## config.mk

```make
export PLATFORM = sky130hd
export DESIGN_NAME = ntt_polynomial_multiply
export DESIGN_NICKNAME = d
export VERILOG_FILES = /design/src/rtl/core/ntt_pm_pkg.sv /design/src/rtl/core/ntt_polynomial_multiply.sv
export SDC_FILE = /design/constraint.sdc
export NUM_CORES = 2
export LEC_CHECK = 0
export ABC_CLOCK_PERIOD_IN_PS = 32500
export BUFFER_PORTS_ARGS = -buffer_cell sky130_fd_sc_hd__buf_2
export CAP_MARGIN = 25
export CORE_MARGIN = 2
export CORE_UTILIZATION = 25
export CTS_BUF_LIST = sky130_fd_sc_hd__clkbuf_8 sky130_fd_sc_hd__clkbuf_16
export DETAILED_ROUTE_END_ITERATION = 10
export HOLD_SLACK_MARGIN = 0.12
export PLACE_DENSITY = 0.39
export SYNTH_ARGS = -nofsm -noshare
export SYNTH_HDL_FRONTEND = slang
export SYNTH_SLANG_ARGS = --single-unit
```

## constraint.sdc

```tcl
create_clock -name clk -period 32.5 [get_ports clk]
set_input_delay 3.25 -clock clk [delete_from_list [all_inputs] [get_ports clk]]
set_output_delay 3.25 -clock clk [all_outputs]
set_load 0.05 [all_outputs]
```

## src/rtl/core/ntt_pm_pkg.sv

```systemverilog
// shared constants for the polynomial multiplier modulo 998244353
// no dependencies
package ntt_pm_pkg;
	localparam int COEFF_W = 30;
	localparam logic [COEFF_W-1:0] MODP = 30'd998244353;
	localparam int MAX_TERMS = 32;
	localparam int ADDR_W = $clog2(MAX_TERMS);
	localparam int LEN_W = ADDR_W + 1;
	localparam int PROD_W = 2 * COEFF_W;
	localparam int OUT_W = $clog2(2 * MAX_TERMS);
	// shared multiplier operand width and barrett residual width (below 3p)
	localparam int MUL_W = COEFF_W + 1;
	localparam int MULP_W = 2 * MUL_W;
	localparam int RED_W = COEFF_W + 2;
	localparam logic [MUL_W-1:0] BARRETT_MU = MUL_W'((64'd1 << PROD_W) / 64'(MODP));
endpackage

```

## src/rtl/core/ntt_polynomial_multiply.sv

```systemverilog
// polynomial multiplier modulo 998244353, depends on ntt_pm_pkg
// the first product word is computed after the final input word is taken, each further word
// after the previous one is taken; every word runs la terms through read, product, two barrett
// steps, fix-up and accumulate on one shared 31x31 multiplier
// throughput: one load word per cycle; input stalls until the last of la+lb-1 words is taken
// reset: asynchronous, clears lengths, phase and sequencer; stores need no clear
module ntt_polynomial_multiply (
	input  logic                        clk,
	input  logic                        arst_n,
	input  logic                        in_valid,
	output logic                        in_stall,
	input  logic                        func,
	input  logic [ntt_pm_pkg::COEFF_W-1:0] coeff,
	input  logic                        last,
	output logic                        out_valid,
	input  logic                        out_stall,
	output logic [ntt_pm_pkg::COEFF_W-1:0] product_coeff,
	output logic                        last_out
);
	import ntt_pm_pkg::*;

	localparam logic [2:0] ST_LOAD = 3'd0;
	localparam logic [2:0] ST_RD   = 3'd1;
	localparam logic [2:0] ST_MUL  = 3'd2;
	localparam logic [2:0] ST_QM   = 3'd3;
	localparam logic [2:0] ST_PM   = 3'd4;
	localparam logic [2:0] ST_FIX  = 3'd5;
	localparam logic [2:0] ST_ACC  = 3'd6;
	localparam logic [2:0] ST_OUT  = 3'd7;

	localparam logic [RED_W-1:0] MODP_X1 = RED_W'(MODP);
	localparam logic [RED_W-1:0] MODP_X2 = RED_W'({MODP, 1'b0});

	logic [2:0]         state_q;
	logic               phase_q;
	logic [LEN_W-1:0]   la_q, lb_q;
	logic [OUT_W-1:0]   k_q;
	logic [ADDR_W-1:0]  i_q;
	logic [COEFF_W-1:0] mem_a [MAX_TERMS];
	logic [COEFF_W-1:0] mem_b [MAX_TERMS];
	logic [COEFF_W-1:0] a_rd_q, b_rd_q;
	logic               term_ok_q;
	logic [PROD_W-1:0]  prod_q;
	logic [MUL_W-1:0]   quot_q;
	logic [RED_W-1:0]   qp_q;
	logic [COEFF_W-1:0] res_q;
	logic [COEFF_W-1:0] acc_q;

	logic [COEFF_W-1:0] c_red;
	logic               in_acc, out_acc;
	logic [OUT_W-1:0]   need_m1;
	logic [OUT_W:0]     j_w;
	logic               j_ok;
	logic [MUL_W-1:0]   mul_x, mul_y;
	logic [MULP_W-1:0]  mul_p;
	logic [RED_W-1:0]   diff_w, sub1_w, sub2_w;
	logic [COEFF_W:0]   acc_sum, acc_red;

	// input reduction and handshake
	assign c_red = (coeff >= MODP) ? coeff - MODP : coeff;
	assign in_stall = (state_q != ST_LOAD);
	assign in_acc = in_valid && !in_stall;
	assign out_valid = (state_q == ST_OUT);
	assign out_acc = out_valid && !out_stall;
	assign need_m1 = OUT_W'(la_q + lb_q - LEN_W'(2));
	assign product_coeff = acc_q;
	assign last_out = (k_q == need_m1);

	// second operand index for the current term
	assign j_w = {1'b0, k_q} - (OUT_W + 1)'(i_q);
	assign j_ok = !j_w[OUT_W] && (j_w < (OUT_W + 1)'(lb_q));

	// shared multiplier operand select
	always_comb begin
		case (state_q)
			ST_MUL: begin
				mul_x = {1'b0, a_rd_q};
				mul_y = {1'b0, b_rd_q};
			end
			ST_QM: begin
				mul_x = prod_q[PROD_W-1:COEFF_W-1];
				mul_y = BARRETT_MU;
			end
			ST_PM: begin
				mul_x = quot_q;
				mul_y = {1'b0, MODP};
			end
			default: begin
				mul_x = '0;
				mul_y = '0;
			end
		endcase
	end
	assign mul_p = mul_x * mul_y;

	// barrett residual fix-up, residual below 3p
	assign diff_w = prod_q[RED_W-1:0] - qp_q;
	assign sub1_w = diff_w - MODP_X1;
	assign sub2_w = diff_w - MODP_X2;

	// modular accumulate
	assign acc_sum = {1'b0, acc_q} + {1'b0, res_q};
	assign acc_red = acc_sum - (COEFF_W + 1)'(MODP);

	// coefficient stores
	always_ff @(posedge clk) begin
		if (in_acc && func == phase_q) begin
			if (!phase_q && la_q < LEN_W'(MAX_TERMS))
				mem_a[la_q[ADDR_W-1:0]] <= c_red;
			if (phase_q && lb_q < LEN_W'(MAX_TERMS))
				mem_b[lb_q[ADDR_W-1:0]] <= c_red;
		end
		if (state_q == ST_RD) begin
			a_rd_q <= mem_a[i_q];
			b_rd_q <= mem_b[j_w[ADDR_W-1:0]];
		end
	end

	// datapath registers
	always_ff @(posedge clk) begin
		case (state_q)
			ST_RD: term_ok_q <= j_ok;
			ST_MUL: prod_q <= term_ok_q ? mul_p[PROD_W-1:0] : '0;
			ST_QM: quot_q <= mul_p[MULP_W-1:MUL_W];
			ST_PM: qp_q <= mul_p[RED_W-1:0];
			ST_FIX: begin
				if (diff_w >= MODP_X2)
					res_q <= sub2_w[COEFF_W-1:0];
				else if (diff_w >= MODP_X1)
					res_q <= sub1_w[COEFF_W-1:0];
				else
					res_q <= diff_w[COEFF_W-1:0];
			end
			ST_ACC: acc_q <= acc_red[COEFF_W] ? acc_sum[COEFF_W-1:0] : acc_red[COEFF_W-1:0];
			ST_OUT: if (out_acc) acc_q <= '0;
			default: acc_q <= '0;
		endcase
	end

	// sequencer
	always_ff @(posedge clk or negedge arst_n) begin
		if (!arst_n) begin
			state_q <= ST_LOAD;
			phase_q <= 1'b0;
			la_q <= '0;
			lb_q <= '0;
			k_q <= '0;
			i_q <= '0;
		end else begin
			case (state_q)
				ST_LOAD: begin
					if (in_acc && func == phase_q) begin
						if (!phase_q) begin
							if (la_q < LEN_W'(MAX_TERMS)) la_q <= la_q + 1'b1;
							if (last) phase_q <= 1'b1;
						end else begin
							if (lb_q < LEN_W'(MAX_TERMS)) lb_q <= lb_q + 1'b1;
							if (last) begin
								state_q <= ST_RD;
								k_q <= '0;
								i_q <= '0;
							end
						end
					end
				end
				ST_RD: state_q <= ST_MUL;
				ST_MUL: state_q <= ST_QM;
				ST_QM: state_q <= ST_PM;
				ST_PM: state_q <= ST_FIX;
				ST_FIX: state_q <= ST_ACC;
				ST_ACC: begin
					if (LEN_W'(i_q) == la_q - 1'b1) begin
						state_q <= ST_OUT;
					end else begin
						i_q <= i_q + 1'b1;
						state_q <= ST_RD;
					end
				end
				ST_OUT: begin
					if (out_acc) begin
						i_q <= '0;
						if (last_out) begin
							state_q <= ST_LOAD;
							phase_q <= 1'b0;
							la_q <= '0;
							lb_q <= '0;
						end else begin
							k_q <= k_q + 1'b1;
							state_q <= ST_RD;
						end
					end
				end
				default: state_q <= ST_LOAD;
			endcase
		end
	end

	// checks
	a_rem_reduced: assert property (@(posedge clk) disable iff (!arst_n)
		out_valid |-> acc_q < MODP) else $error("unreduced product word");
	a_len_bound: assert property (@(posedge clk) disable iff (!arst_n)
		la_q <= LEN_W'(MAX_TERMS) && lb_q <= LEN_W'(MAX_TERMS))
		else $error("length overflow");
	a_term_index: assert property (@(posedge clk) disable iff (!arst_n)
		state_q == ST_RD |-> LEN_W'(i_q) < la_q) else $error("term index past length");
	a_out_hold: assert property (@(posedge clk) disable iff (!arst_n)
		out_valid && out_stall |=> out_valid && $stable(product_coeff) && $stable(last_out))
		else $error("stalled product word changed");
	a_done_idle: assert property (@(posedge clk) disable iff (!arst_n)
		out_acc && last_out |=> !in_stall && la_q == '0 && !phase_q)
		else $error("not idle after last word");
endmodule
```

==> results.tsv <==
stage	metric	value	unit
cts	CTS Buffer Depth	4	
logic_synthesis	ys async rst share	1.232	%
global_route	first-pass GRT wire length	539900	um
timing	Setup Skew	0.1104	ns
flow_run	max_cap viols	0	
route	Residual DRC	0	
cts	CTS buffer count	263	
route	final wirelength	378600	um
logic_synthesis	synthesized area	0.1192	mm^2
cts	Clock Latency Late Sink	0.97	ns
worst_setup_path	CP Launch Type	register	
worst_setup_path	Max Fanout on Critical Path	59	
floorplan	Initial Util	25.11	%
timing	setup TNS	0	ns
worst_setup_path	CP Buf/Inv Count	6	
worst_setup_path	kind of critical path	register to register	
floorplan	Die ar.	0.4825	mm^2
floorplan	Site Rows	253	
global_route	GRT Resource Usage Total	15.56	%
cts	CTS H-tree depth	5	
layout	Multi-input gate area	0.04993	mm^2
layout	Area growth syn-to-layout	14.92	%
cts	Post-CTS Resized	0	
global_route	initial antenna violation count	25	
timing	Setup-failing EPs final	0	
timing	Period minus WS final	12.11	ns
timing	Fin. Hold Viols	0	
route	post-route ant nets	0	
cts	Root Driver	clkbuf_16	
route	vias per cell	4.620	
logic_synthesis	Post-Syn Instances	7895	
worst_setup_path	worst-case reg-to-reg path depth	32	
worst_setup_path	Critical Path Slowest Stage Cell	buf_4	
worst_setup_path	Setup crit end kind	register	
route	drt first-iter violations	5386	
placed_design	Post-DP HPWL	240400	um
cts	CTS tree	built	
worst_setup_path	dominant cell type by count on the critical path	fa_1	
route	first-pass detailed-route iteration total	7	
timing	final worst path period share	37.26	%
global_route	largest net degree at the start of global routing	133	
logic_synthesis	top cells by area, synth	edfxtp_1 (54%), fa_1 (14%), mux4_2 (11%)	
global_route	vias in the first global route	72310	
global_route	GRT overflow	0	
timing	hold slack	0.5821	ns
cts	cts hold-fix bufs	0	
timing	worst-margin pin slew	1.200	ns
logic_synthesis	area leader, netlist	edfxtp_1	
logic_synthesis	Commonest cells post-synth	edfxtp_1 (2164), inv_1 (892), fa_1 (841)	
outcome	status	finished clean	
route	drt wl/cell	26.02	um
worst_setup_path	RR Startpoint	state_q[0]	
worst_setup_path	R2R Setup Slk	20.39	ns
logic_synthesis	FF+latch count, synth	2191	
layout	fraction of layout cells with a size suffix above 1	17.58	%
logic_synthesis	YS warnings	0	
logic_synthesis	Post-synth EDFFs	2164	
layout	Net count, final	9328	
min_path	hold endpoint	k_q[5]	
worst_setup_path	FF-to-FF End	prod_q[57]	
logic_synthesis	cell with the most instances after synthesis	edfxtp_1	
floorplan	I/O pin count	69	
floorplan	die width	694.6	um
logic_synthesis	Mean Syn Cell Area	15.10	um^2
timing	relative slew slack	19.97	%
timing	Final Max Slew Viols	0	
worst_setup_path	max incr delay on CP	0.79	ns
cts	Clock Sink Count	2191	
floorplan	Placeable Area	0.4748	mm^2
layout	Filler cells	47730	
worst_setup_path	worst path arrival time	12.79	ns
worst_setup_path	CP Data Required Time	33.18	ns
min_path	HP Start	k_q[5]	
logic_synthesis	Netlist cell types	92	
min_path	Min-Delay Path Class	register to register	
cts	CTS clk-pin slew, worst paths	0.06	ns
cts	Post-CTS Setup Inserts	0	
timing	RSZ-0062 raised after global routing	false	
placed_design	Buffers on Ports	68	
layout	register area	0.06567	mm^2
placed_design	GPL Wtd Cong	0.8362	
route	routed vias	67220	
timing	Fmax achieved	82.58	MHz
logic_synthesis	top cell type's share of synthesized area	54.50	%
min_path	hold path depth	1	
worst_setup_path	Crit path depth	32	
floorplan	Die Ht	694.6	um
logic_synthesis	prevailing post-synth register cell	edfxtp_1	
worst_setup_path	CP top delay family	adder cells	
logic_synthesis	register area share after synthesis	55.06	%
-- worst reg2reg max path: cells and delay by family, from the launching register on --
kind,cells,cell delay [ns]
xor+xnor,1,0.15
fa+ha+maj,9,4.12
buf+inv,6,2.24
simple gates,5,1.57
compound gates,11,3.42
flops,1,0.40
-- stage by stage --
| stage | util (%) | std cells | area (um^2) | setup WS (ns) |
|---|---|---|---|---|
| 5_1_grt | 28.85 | 14530 | 137000 | 19.65 |
| 4_1_cts | 28.84 | 14530 | 136900 | 20.36 |
| 3_5_place_dp | 27.15 | 14080 | 128900 | 20.34 |
| 3_3_place_gp | 27.14 | 14070 | 128900 | 20.26 |
| 6_report | 28.86 | 14550 | 137000 | 20.39 |
| 2_1_floorplan | - | 7907 | 119300 | 21.71 |
-- cell usage in the layout (no fill, tap or decap), types with 87 or more instances in the layout --
cell,n
fa_1,840
nand3_1,87
buf_4,224
ha_1,353
o21ai_0,90
edfxtp_1,2164
mux4_2,600
a21oi_1,164
inv_1,945
nand2_1,684
nor2_1,607
xnor2_1,121
and2_1,93
clkbuf_16,267
-- state kept, by name (all words and copies together) (netlist names) --
name           flops
k_q                6
mem_a            960
quot_q            31
product_coeff     30
res_q             30
lb_q               6
prod_q            60
b_rd_q            30
i_q                5
qp_q              32
phase_q            1
mem_b            960
la_q               6
state_q            3
a_rd_q            30
term_ok_q          1
-- worst max-delay path by stage --
stage / from / endpoint / slack [ns]
CTS: state_q[0] / prod_q[57] / 20.36
detailed placement: state_q[0] / prod_q[57] / 20.34
floorplan: state_q[2] / prod_q[58] / 21.71
finish: state_q[0] / prod_q[57] / 20.39
global route: state_q[0] / prod_q[57] / 19.65
global placement: state_q[0] / prod_q[57] / 20.26
-- final cells by class --
type | instances | share of cell area [%]
tap | 6247 | 5.704
multi-input combinational | 4446 | 36.44
clock buffer | 267 | 4.876
inverter | 896 | 2.456
clock inverter | 183 | 0.9870
timing repair buffer | 299 | 1.574
sequential | 2191 | 47.92
antenna | 23 | 0.04200
-- cells by family (layout without fill, tap and decap cells) --
| group | after synthesis | after routing | share of synthesized area [%] |
|---|---|---|---|
| AND/OR/NAND/NOR | 1814 | 1814 | 6.627 |
| adder cells (fa/ha/maj) | 1195 | 1195 | 17.83 |
| XOR/XNOR | 198 | 198 | 1.461 |
| buffers and inverters | 1270 | 1645 | 4.038 |
| multiplexers | 639 | 639 | 11.69 |
| AO/OA/AOI/OAI | 586 | 586 | 3.276 |
| other | 2 | 37 | 0.006298 |
| flip-flops | 2191 | 2191 | 55.06 |
-- metal layers --
metal / global-route usage (%) / share of wire, % / vias to the layer above
li1: - / - / 28780
met1: 21.26 / 45 / 36410
met2: 26.24 / 48 / 1573
met3: 1.989 / 4.1 / 458
met4: 3.723 / 2.5 / 8
met5: 0 / 0.013 / -
Power is not shown: default switching activity piles up to over one toggle a cycle in this logic, so the estimate is an artifact.
